===== src/design/rftb_pkg.sv =====
// package: constants, types and sequencer states of the ring finger table builder
package rftb_pkg;

    localparam int MACHINES  = 64;
    localparam int FINGERS   = 16;
    localparam int ID_BITS   = 16;
    localparam int SLOT_W    = $clog2(MACHINES);
    localparam int FIDX_W    = 4;
    localparam int FCOUNT_W  = 5;
    localparam int MCOUNT_W  = 7;
    localparam int RING_W    = 17;
    localparam int SUM_W     = 17;
    localparam int ALU_W     = RING_W + 1;
    localparam int CFG_IDX_W = 2;
    localparam int STEP_W    = $clog2(SUM_W + 1);

    typedef logic [ID_BITS-1:0] id_t;
    typedef logic [SLOT_W-1:0]  slot_t;
    typedef logic [FIDX_W-1:0]  fidx_t;

    localparam logic MODE_LOAD  = 1'b0;
    localparam logic MODE_QUERY = 1'b1;

    localparam logic [CFG_IDX_W-1:0] CFG_FINGER_COUNT  = 2'd0;
    localparam logic [CFG_IDX_W-1:0] CFG_MACHINE_COUNT = 2'd1;
    localparam logic [CFG_IDX_W-1:0] CFG_RING_SIZE     = 2'd2;

    typedef enum logic [2:0] {
        ST_IDLE,
        ST_BASE,
        ST_FING,
        ST_DIV,
        ST_PREP,
        ST_SCAN,
        ST_OUT
    } state_t;

endpackage


===== src/design/rftb_if.sv =====
// interfaces: request and response channels of the ring finger table builder
interface rftb_req_if;
    logic                valid;
    logic                ready;
    logic                mode;
    rftb_pkg::slot_t     slot;
    rftb_pkg::id_t       machine_id;

    modport source (output valid, output mode, output slot, output machine_id, input ready);
    modport sink   (input valid, input mode, input slot, input machine_id, output ready);
endinterface

interface rftb_rsp_if;
    logic                valid;
    logic                ready;
    rftb_pkg::fidx_t     finger_index;
    rftb_pkg::id_t       successor_id;
    logic                last;

    modport source (output valid, output finger_index, output successor_id, output last,
                    input ready);
    modport sink   (input valid, input finger_index, input successor_id, input last,
                     output ready);
endinterface


===== src/design/ring_finger_table_builder.sv =====
// top level: identifier table and finger table sequencer with one shared subtractor
//
// channel  | dir | payload                               | beat
// ---------+-----+---------------------------------------+------------------------------
// req      | in  | mode, slot, machine_id                | one load or one query
// rsp      | out | finger_index, successor_id, last      | one finger result
// cfg      | in  | cfg_we, cfg_index, cfg_data           | one register write
//
// a load beat is written straight into the table. a query first fetches its base id, then
// for each finger forms base + 2^i, reduces it by restoring remainder against ring_size
// (skipped when ring_size is zero), starts the table read, compares against up to
// machine_count table entries in slot order and sends one result beat per finger.
// the remainder steps and the table compares share one 18-bit subtractor, and the
// table is a 64-entry memory with one registered read port, one entry a cycle.
// reset sets the registers to finger_count 16, machine_count 1, ring_size 65536; the
// table holds no valid bits and needs no clearing pass.
// req.ready is high only between queries; a stalled result holds the sequencer.
module ring_finger_table_builder (
    input  logic                              clk,
    input  logic                              rst_n,
    input  logic                              cfg_we,
    input  logic [rftb_pkg::CFG_IDX_W-1:0]    cfg_index,
    input  logic [rftb_pkg::RING_W-1:0]       cfg_data,
    rftb_req_if.sink                          req,
    rftb_rsp_if.source                        rsp
);
    import rftb_pkg::*;

    // configuration registers
    logic [FCOUNT_W-1:0] finger_count_reg;
    logic [MCOUNT_W-1:0] machine_count_reg;
    logic [RING_W-1:0]   ring_size_reg;

    // sequencer state
    state_t              state_reg, state_next;
    id_t                 base_reg, base_next;
    logic [SUM_W-1:0]    pow_reg, pow_next;
    fidx_t               fidx_reg, fidx_next;
    logic [SUM_W-1:0]    dvd_reg, dvd_next;
    logic [RING_W-1:0]   rem_reg, rem_next;
    logic [STEP_W-1:0]   step_reg, step_next;
    logic [SUM_W-1:0]    target_reg, target_next;
    slot_t               j_reg, j_next;
    slot_t               cmp_reg, cmp_next;
    id_t                 first_reg, first_next;
    id_t                 succ_reg, succ_next;
    logic                last_reg, last_next;

    // table memory
    id_t                 id_table [MACHINES];
    id_t                 rd_data_reg;
    slot_t               rd_addr;
    logic                tbl_we;

    // shared subtractor
    logic [ALU_W-1:0]    alu_a, alu_b, alu_diff;
    logic                alu_borrow;

    // saturated counts, as last index
    fidx_t               flast;
    slot_t               mlast;
    logic [SUM_W-1:0]    sum;

    always_comb
    begin
        if (finger_count_reg == '0)
        begin
            flast = '0;
        end
        else if (finger_count_reg > FCOUNT_W'(FINGERS))
        begin
            flast = FIDX_W'(FINGERS - 1);
        end
        else
        begin
            flast = FIDX_W'(finger_count_reg - 1'b1);
        end

        if (machine_count_reg == '0)
        begin
            mlast = '0;
        end
        else if (machine_count_reg > MCOUNT_W'(MACHINES))
        begin
            mlast = SLOT_W'(MACHINES - 1);
        end
        else
        begin
            mlast = SLOT_W'(machine_count_reg - 1'b1);
        end
    end

    // register writes; an index past the list is dropped
    always_ff @(posedge clk or negedge rst_n)
    begin
        if (!rst_n)
        begin
            finger_count_reg  <= FCOUNT_W'(16);
            machine_count_reg <= MCOUNT_W'(1);
            ring_size_reg     <= RING_W'(65536);
        end
        else if (cfg_we)
        begin
            case (cfg_index)
                CFG_FINGER_COUNT:  finger_count_reg  <= cfg_data[FCOUNT_W-1:0];
                CFG_MACHINE_COUNT: machine_count_reg <= cfg_data[MCOUNT_W-1:0];
                CFG_RING_SIZE:     ring_size_reg     <= cfg_data;
                default:           ;
            endcase
        end
    end

    // table: one write port, one registered read port
    assign tbl_we = (state_reg == ST_IDLE) && req.valid && (req.mode == MODE_LOAD);

    always_ff @(posedge clk)
    begin
        if (tbl_we)
        begin
            id_table[req.slot] <= req.machine_id;
        end
        rd_data_reg <= id_table[rd_addr];
    end

    // subtractor operands: remainder step or table compare
    always_comb
    begin
        if (state_reg == ST_DIV)
        begin
            alu_a = {rem_reg, dvd_reg[SUM_W-1]};
            alu_b = {1'b0, ring_size_reg};
        end
        else
        begin
            alu_a = {{(ALU_W-ID_BITS){1'b0}}, rd_data_reg};
            alu_b = {{(ALU_W-SUM_W){1'b0}}, target_reg};
        end
    end

    assign alu_diff   = alu_a - alu_b;
    assign alu_borrow = alu_diff[ALU_W-1];
    assign sum        = {{(SUM_W-ID_BITS){1'b0}}, base_reg} + pow_reg;

    always_ff @(posedge clk or negedge rst_n)
    begin
        if (!rst_n)
        begin
            state_reg <= ST_IDLE;
        end
        else
        begin
            state_reg <= state_next;
        end
    end

    // payload and datapath registers
    always_ff @(posedge clk)
    begin
        base_reg   <= base_next;
        pow_reg    <= pow_next;
        fidx_reg   <= fidx_next;
        dvd_reg    <= dvd_next;
        rem_reg    <= rem_next;
        step_reg   <= step_next;
        target_reg <= target_next;
        j_reg      <= j_next;
        cmp_reg    <= cmp_next;
        first_reg  <= first_next;
        succ_reg   <= succ_next;
        last_reg   <= last_next;
    end

    always_comb
    begin
        state_next  = state_reg;
        base_next   = base_reg;
        pow_next    = pow_reg;
        fidx_next   = fidx_reg;
        dvd_next    = dvd_reg;
        rem_next    = rem_reg;
        step_next   = step_reg;
        target_next = target_reg;
        j_next      = j_reg;
        cmp_next    = cmp_reg;
        first_next  = first_reg;
        succ_next   = succ_reg;
        last_next   = last_reg;
        rd_addr     = j_reg;
        req.ready   = 1'b0;
        rsp.valid   = 1'b0;

        case (state_reg)
            ST_IDLE:
            begin
                req.ready = 1'b1;
                // base id read starts right at the query beat
                rd_addr   = req.slot;
                if (req.valid && (req.mode == MODE_QUERY))
                begin
                    state_next = ST_BASE;
                end
            end

            ST_BASE:
            begin
                base_next  = rd_data_reg;
                pow_next   = SUM_W'(1);
                fidx_next  = '0;
                state_next = ST_FING;
            end

            ST_FING:
            begin
                // target before reduction; zero ring size means no reduction
                if (ring_size_reg == '0)
                begin
                    target_next = sum;
                    state_next  = ST_PREP;
                end
                else
                begin
                    dvd_next   = sum;
                    rem_next   = '0;
                    step_next  = STEP_W'(SUM_W);
                    state_next = ST_DIV;
                end
            end

            ST_DIV:
            begin
                // restoring remainder, one dividend bit a cycle
                rem_next  = alu_borrow ? alu_a[RING_W-1:0] : alu_diff[RING_W-1:0];
                dvd_next  = {dvd_reg[SUM_W-2:0], 1'b0};
                step_next = step_reg - 1'b1;
                if (step_reg == STEP_W'(1))
                begin
                    target_next = alu_borrow ? alu_a[SUM_W-1:0] : alu_diff[SUM_W-1:0];
                    state_next  = ST_PREP;
                end
            end

            ST_PREP:
            begin
                rd_addr    = '0;
                j_next     = SLOT_W'(1);
                cmp_next   = '0;
                state_next = ST_SCAN;
            end

            ST_SCAN:
            begin
                // rd_data_reg holds entry cmp_reg, entry j_reg is being read
                rd_addr  = j_reg;
                j_next   = j_reg + 1'b1;
                cmp_next = cmp_reg + 1'b1;
                if (cmp_reg == '0)
                begin
                    first_next = rd_data_reg;
                end
                last_next = (fidx_reg == flast);
                if (!alu_borrow)
                begin
                    succ_next  = rd_data_reg;
                    state_next = ST_OUT;
                end
                else if (cmp_reg == mlast)
                begin
                    // no entry at or above the target: wrap to slot 0
                    succ_next  = (cmp_reg == '0) ? rd_data_reg : first_reg;
                    state_next = ST_OUT;
                end
            end

            ST_OUT:
            begin
                rsp.valid = 1'b1;
                if (rsp.ready)
                begin
                    if (last_reg)
                    begin
                        state_next = ST_IDLE;
                    end
                    else
                    begin
                        fidx_next  = fidx_reg + 1'b1;
                        pow_next   = {pow_reg[SUM_W-2:0], 1'b0};
                        state_next = ST_FING;
                    end
                end
            end

            default:
            begin
                state_next = ST_IDLE;
            end
        endcase
    end

    assign rsp.finger_index = fidx_reg;
    assign rsp.successor_id = succ_reg;
    assign rsp.last         = last_reg;

endmodule

===== src/flat_wrapper.sv =====
// flat-port wrapper written by rule: the top's interface ports become plain ports
module ring_finger_table_builder_flat import rftb_pkg::*;
  (clk, rst_n, cfg_we, cfg_index, cfg_data, req_valid, req_mode, req_slot, req_machine_id, req_ready, rsp_valid, rsp_finger_index, rsp_successor_id, rsp_last, rsp_ready);
  rftb_req_if req_i ();
  rftb_rsp_if rsp_i ();
  input  logic clk;
  input  logic rst_n;
  input  logic cfg_we;
  input  logic [rftb_pkg::CFG_IDX_W-1:0] cfg_index;
  input  logic [rftb_pkg::RING_W-1:0] cfg_data;
  input wire logic [$bits(req_i.valid)-1:0] req_valid;
  input wire logic [$bits(req_i.mode)-1:0] req_mode;
  input wire logic [$bits(req_i.slot)-1:0] req_slot;
  input wire logic [$bits(req_i.machine_id)-1:0] req_machine_id;
  output wire logic [$bits(req_i.ready)-1:0] req_ready;
  output wire logic [$bits(rsp_i.valid)-1:0] rsp_valid;
  output wire logic [$bits(rsp_i.finger_index)-1:0] rsp_finger_index;
  output wire logic [$bits(rsp_i.successor_id)-1:0] rsp_successor_id;
  output wire logic [$bits(rsp_i.last)-1:0] rsp_last;
  input wire logic [$bits(rsp_i.ready)-1:0] rsp_ready;
  assign req_i.valid = req_valid;
  assign req_i.mode = req_mode;
  assign req_i.slot = req_slot;
  assign req_i.machine_id = req_machine_id;
  assign req_ready = req_i.ready;
  assign rsp_valid = rsp_i.valid;
  assign rsp_finger_index = rsp_i.finger_index;
  assign rsp_successor_id = rsp_i.successor_id;
  assign rsp_last = rsp_i.last;
  assign rsp_i.ready = rsp_ready;
  ring_finger_table_builder u_core (.clk(clk), .rst_n(rst_n), .cfg_we(cfg_we), .cfg_index(cfg_index), .cfg_data(cfg_data), .req(req_i), .rsp(rsp_i));
endmodule

===== config.mk =====
export PLATFORM = sky130hd
export DESIGN_NAME = ring_finger_table_builder_flat
export DESIGN_NICKNAME = d
export VERILOG_FILES = /design/src/design/rftb_pkg.sv /design/src/design/rftb_if.sv /design/src/design/ring_finger_table_builder.sv /design/src/flat_wrapper.sv
export SDC_FILE = /design/constraint.sdc
export NUM_CORES = 1
export LEC_CHECK = 0
export ABC_AREA = 0
export BUFFER_PORTS_ARGS = -buffer_cell sky130_fd_sc_hd__buf_2
export CAP_MARGIN = 20
export CORE_MARGIN = 2
export CORE_UTILIZATION = 56
export CTS_BUF_LIST = sky130_fd_sc_hd__clkbuf_16
export CTS_CLUSTER_DIAMETER = 50
export CTS_CLUSTER_SIZE = 25
export DETAILED_ROUTE_END_ITERATION = 8
export PLACE_DENSITY_LB_ADDON = 0.15
export SETUP_SLACK_MARGIN = 0.15
export SYNTH_ARGS = -nofsm -noshare
export SYNTH_HDL_FRONTEND = slang
export SYNTH_SLANG_ARGS = --single-unit

===== constraint.sdc =====
create_clock -name clk -period 11.25 [get_ports clk]
set_clock_uncertainty 0.15 [all_clocks]
set_input_delay 1.125 -clock clk [delete_from_list [all_inputs] [get_ports clk]]
set_output_delay 1.125 -clock clk [all_outputs]
set_load 0.05 [all_outputs]

==> flow_summary_export.csv <==
group,metric,value,unit
outcome,status,"completed",
placed_design,hpwlAfterDp,71.5,mm
cts,postCtsSetupRepairBufs,0,
setup_path,start_kind,"register",
cts,post_cts_resized,0,
route,dr.first_iter.drc_count,3561,
route,post_drt_via_cell_ratio,6.07,
pwr,pwr-share-seq,37.0,%
sta,fin_tns_setup,0,ps
cts,cts_tree,"yes",
layout,fin_cells,5300,
setup_path,r2r_start,"u_core.state_reg[0]",
setup_path,cp_cell_sequence,"or2_1, o21a_4, buf_4, buf_4, and3_1, a311oi_1, a31oi_1, a21oi_1, a22oi_1, nand2_1",
layout,largest_reg_flops,1024,
setup_path,cp_slowest_cell,"or2_1",
grt,overflow,0,
synth,syn_area,0.0505,mm2
grt,grt_pass1_wl,194,mm
synth,synthTopCellsByArea,"edfxtp_1 69%, nand2_1 8.6%, a311oi_1 3.3%",
route,vias,32163,
synth,ys_warn_count,0,
sta,min_period,5490,ps
floorplanning,die_area,0.0926,mm2
synth,synth_area_per_cell,12.7,um2
setup_path,path_class,"register to register",
route,wl_per_cell,24.3,um
setup_path,reg2reg_depth,10,
setup_path,crit_path_max_incr_delay,810,ps
pwr,combPwrFrac,35.5,%
synth,netlist.top_cell.by_area,"edfxtp_1",
synth,synth-seq-area-share,71.4,%
synth,yosys.area.top_type_share,69.1,%
setup_path,worstPathMaxFanout,68,
sta,worstMarginPinSlew,1160,ps
route,routed_wl,129,mm
setup_path,critical_path.most_common_cell,"buf_4",
pwr,total_leakage_power,20.0,nW
synth,synth_cell_types,63,
sta,rsz0062_at_grt,"no",
layout,drive_gt1_share,11.5,%
floorplanning,fp.dieW,304,um
grt,grt_pass1_vias,30507,
route,final_antenna_net_count,0,
pwr,power_frac_clock,27.5,%
route,drc,0,
placed_design,gp_congestion,0.854,
pwr,ir_drop,0.000284,V
min_path,worst_hold_path_type,"register to register",
cts,h-tree-depth,3,
synth,syn_inst,3960,
layout,syn_to_final_growth,11.6,%
cts,clk_latency,700,ps
min_path,hold_start,"u_core.dvd_reg[11]",
sta,layout_setup_ws,5760,ps
synth,yosys-top-cells-count,"1,162 x edfxtp_1, 1,159 x nand2_1, 276 x nand3_1",
cts,cts_buffers,117,
sta,max_freq,0.182,GHz
setup_path,arrival,5910,ps
setup_path,r2r_end,"u_core.rd_data_reg[11]",
route,drt_pass1_iterations,6,
layout,nets,4110,
pwr,internal_power,0.00927,W
placed_design,dp.cells,5073,
sta,relSlewSlack,21.7,%
sta,finalMaxSlewViolations,0,
cts,hold_buffers,0,
pwr,sw_frac_of_total,37.9,%
grt,antenna_found_initial,3,
sta,finalHoldViolCount,0,
floorplanning,initial_utilization,56.2,%
synth,yosys_register_bits,1210,
cts,cts_root_buf,"clkbuf_16",
placed_design,pre_cts_slack,5810,ps
run,maxCapViolCount,0,
grt,grt_use_total,27.7,%
floorplanning,die_y,304,um
floorplanning,top_level_ports,70,
min_path,whs_endpoint,"u_core.dvd_reg[12]",
setup_path,cp_data_required_time,11670,ps
layout,utilization,62.8,%
floorplanning,core,0.0897,mm2
pwr,pwr_density_cell,265,mW/mm2
cts,cts.clk_slew.worst_paths,80,ps
synth,synthArstFlopShare,2.64,%
sta,holdWs,369,ps
setup_path,end_kind,"register",
setup_path,r2r_slack,5760,ps
floorplanning,num_rows,110,
synth,synth.most_common_cell,"edfxtp_1",
layout,largest-register,"u_core.id_table",
synth,synth_edf_count,1162,
synth,synth_ff_type,"edfxtp_1",
sta,final-setup-viol-count,0,
cts,cts.sinks,1210,
min_path,whs_path_depth,2,
pwr,p_switching,0.00565,W
sta,finalCritPeriodShare,48.8,%
placed_design,port_buffers,69,
synth,synth_nets,4051,
grt,grt_max_degree,174,
cts,clockBufferDepth,3,
power groups by stage:
stage | clock network [W] | registers [W] | logic (W)
floorplan | 0 | 0.00551 | 0.00373
finish | 0.00411 | 0.00552 | 0.00530
detailed placement | 0 | 0.00561 | 0.00525
global route | 0.00432 | 0.00553 | 0.00579
CTS | 0.00416 | 0.00552 | 0.00528
global placement | 0 | 0.00561 | 0.00519
worst max-delay path by stage:
| stage | from | endpoint | slack [ps] | depth (start not counted) |
|---|---|---|---|---|
| 2_1_floorplan | u_core.state_reg[1] | u_core.rsp.successor_id[0] | 7040 | 16 |
| 5_1_grt | u_core.state_reg[2] | u_core.rsp.successor_id[7] | 5440 | 16 |
| 6_report | u_core.state_reg[0] | u_core.rd_data_reg[11] | 5760 | 10 |
| 3_3_place_gp | u_core.state_reg[0] | u_core.rd_data_reg[15] | 5860 | 10 |
| 4_1_cts | u_core.state_reg[2] | u_core.rsp.successor_id[5] | 5820 | 16 |
| 3_5_place_dp | u_core.state_reg[0] | u_core.rd_data_reg[15] | 5810 | 10 |
layout by cell type, fill, tap and decap left out, types with 9 or more instances in the layout:
cell type   Yosys  final
and2_1         23     23
a31oi_1        71     71
mux2_2         59     59
edfxtp_1     1162   1162
ha_1           42     42
dfxtp_1        16     16
inv_1          29     38
clkinv_4        0      9
a311oi_1      193    193
buf_4          15    112
clkinv_2        0     12
clkinvlp_4      0     12
dfrtp_1        29     29
a21oi_1        97     95
nor3_1         12     12
inv_8           0     17
o21ai_0        44     44
mux2i_1        38     38
nand2_1      1159   1158
bufinv_16       0     12
nor2_1        136    136
a21o_1         13     12
and3_1        134    134
xor2_1         14     14
xnor2_1        28     28
nand2b_1       13     13
clkinv_1        0     10
nand3_1       276    276
a22oi_1        32     32
clkbuf_16       0    120
inv_6           0     16
buf_2         108     69
per-layer routing:
| metal | track usage (%) | part of all wire (%) | up-vias |
|---|---|---|---|
| met5 | 0 | 0.029 | - |
| li1 | - | - | 14713 |
| met2 | 44.2 | 47 | 1305 |
| met3 | 3.98 | 7.1 | 233 |
| met1 | 39.2 | 42 | 15906 |
| met4 | 10.4 | 3.7 | 6 |
kinds of logic (layout without fill, tap and decap cells):
logic type	after synthesis	count (layout)	share of synthesized area (%)
compound gates	487	487	6.90
buf+inv	277	440	2.48
fa+ha+maj	46	46	1.16
simple gates	1800	1800	15.3
mux	97	97	2.07
flops	1210	1210	71.4
xor+xnor	43	43	0.761
other cells	0	1	0
through the flow:
stage               power [W]  area, um2
floorplan             0.00925      50500
detailed placement     0.0109      52200
finish                 0.0149      56300
CTS                    0.0149      56300
global placement       0.0108      52200
global route           0.0156      56300
final cells by class:
class / instances / area, um2
well taps: 1176 / 1470
repair buffers: 188 / 1330
clock inverters: 103 / 1090
inverters: 29 / 109
fillers: 6818 / 33400
multi-input cells: 2473 / 13300
flip-flops and latches: 1210 / 36000
clock buffers: 120 / 3000
diodes: 1 / 2.50
critical path, delay by kind of cell, from the launching register on:
family / cells / cell delay, ps
AO/OA/AOI/OAI: 5 / 1940
buffers and inverters: 2 / 1290
flip-flops: 1 / 610
AND/OR/NAND/NOR: 3 / 1230
No activity file was read; power rests on OpenSTA's default activity.
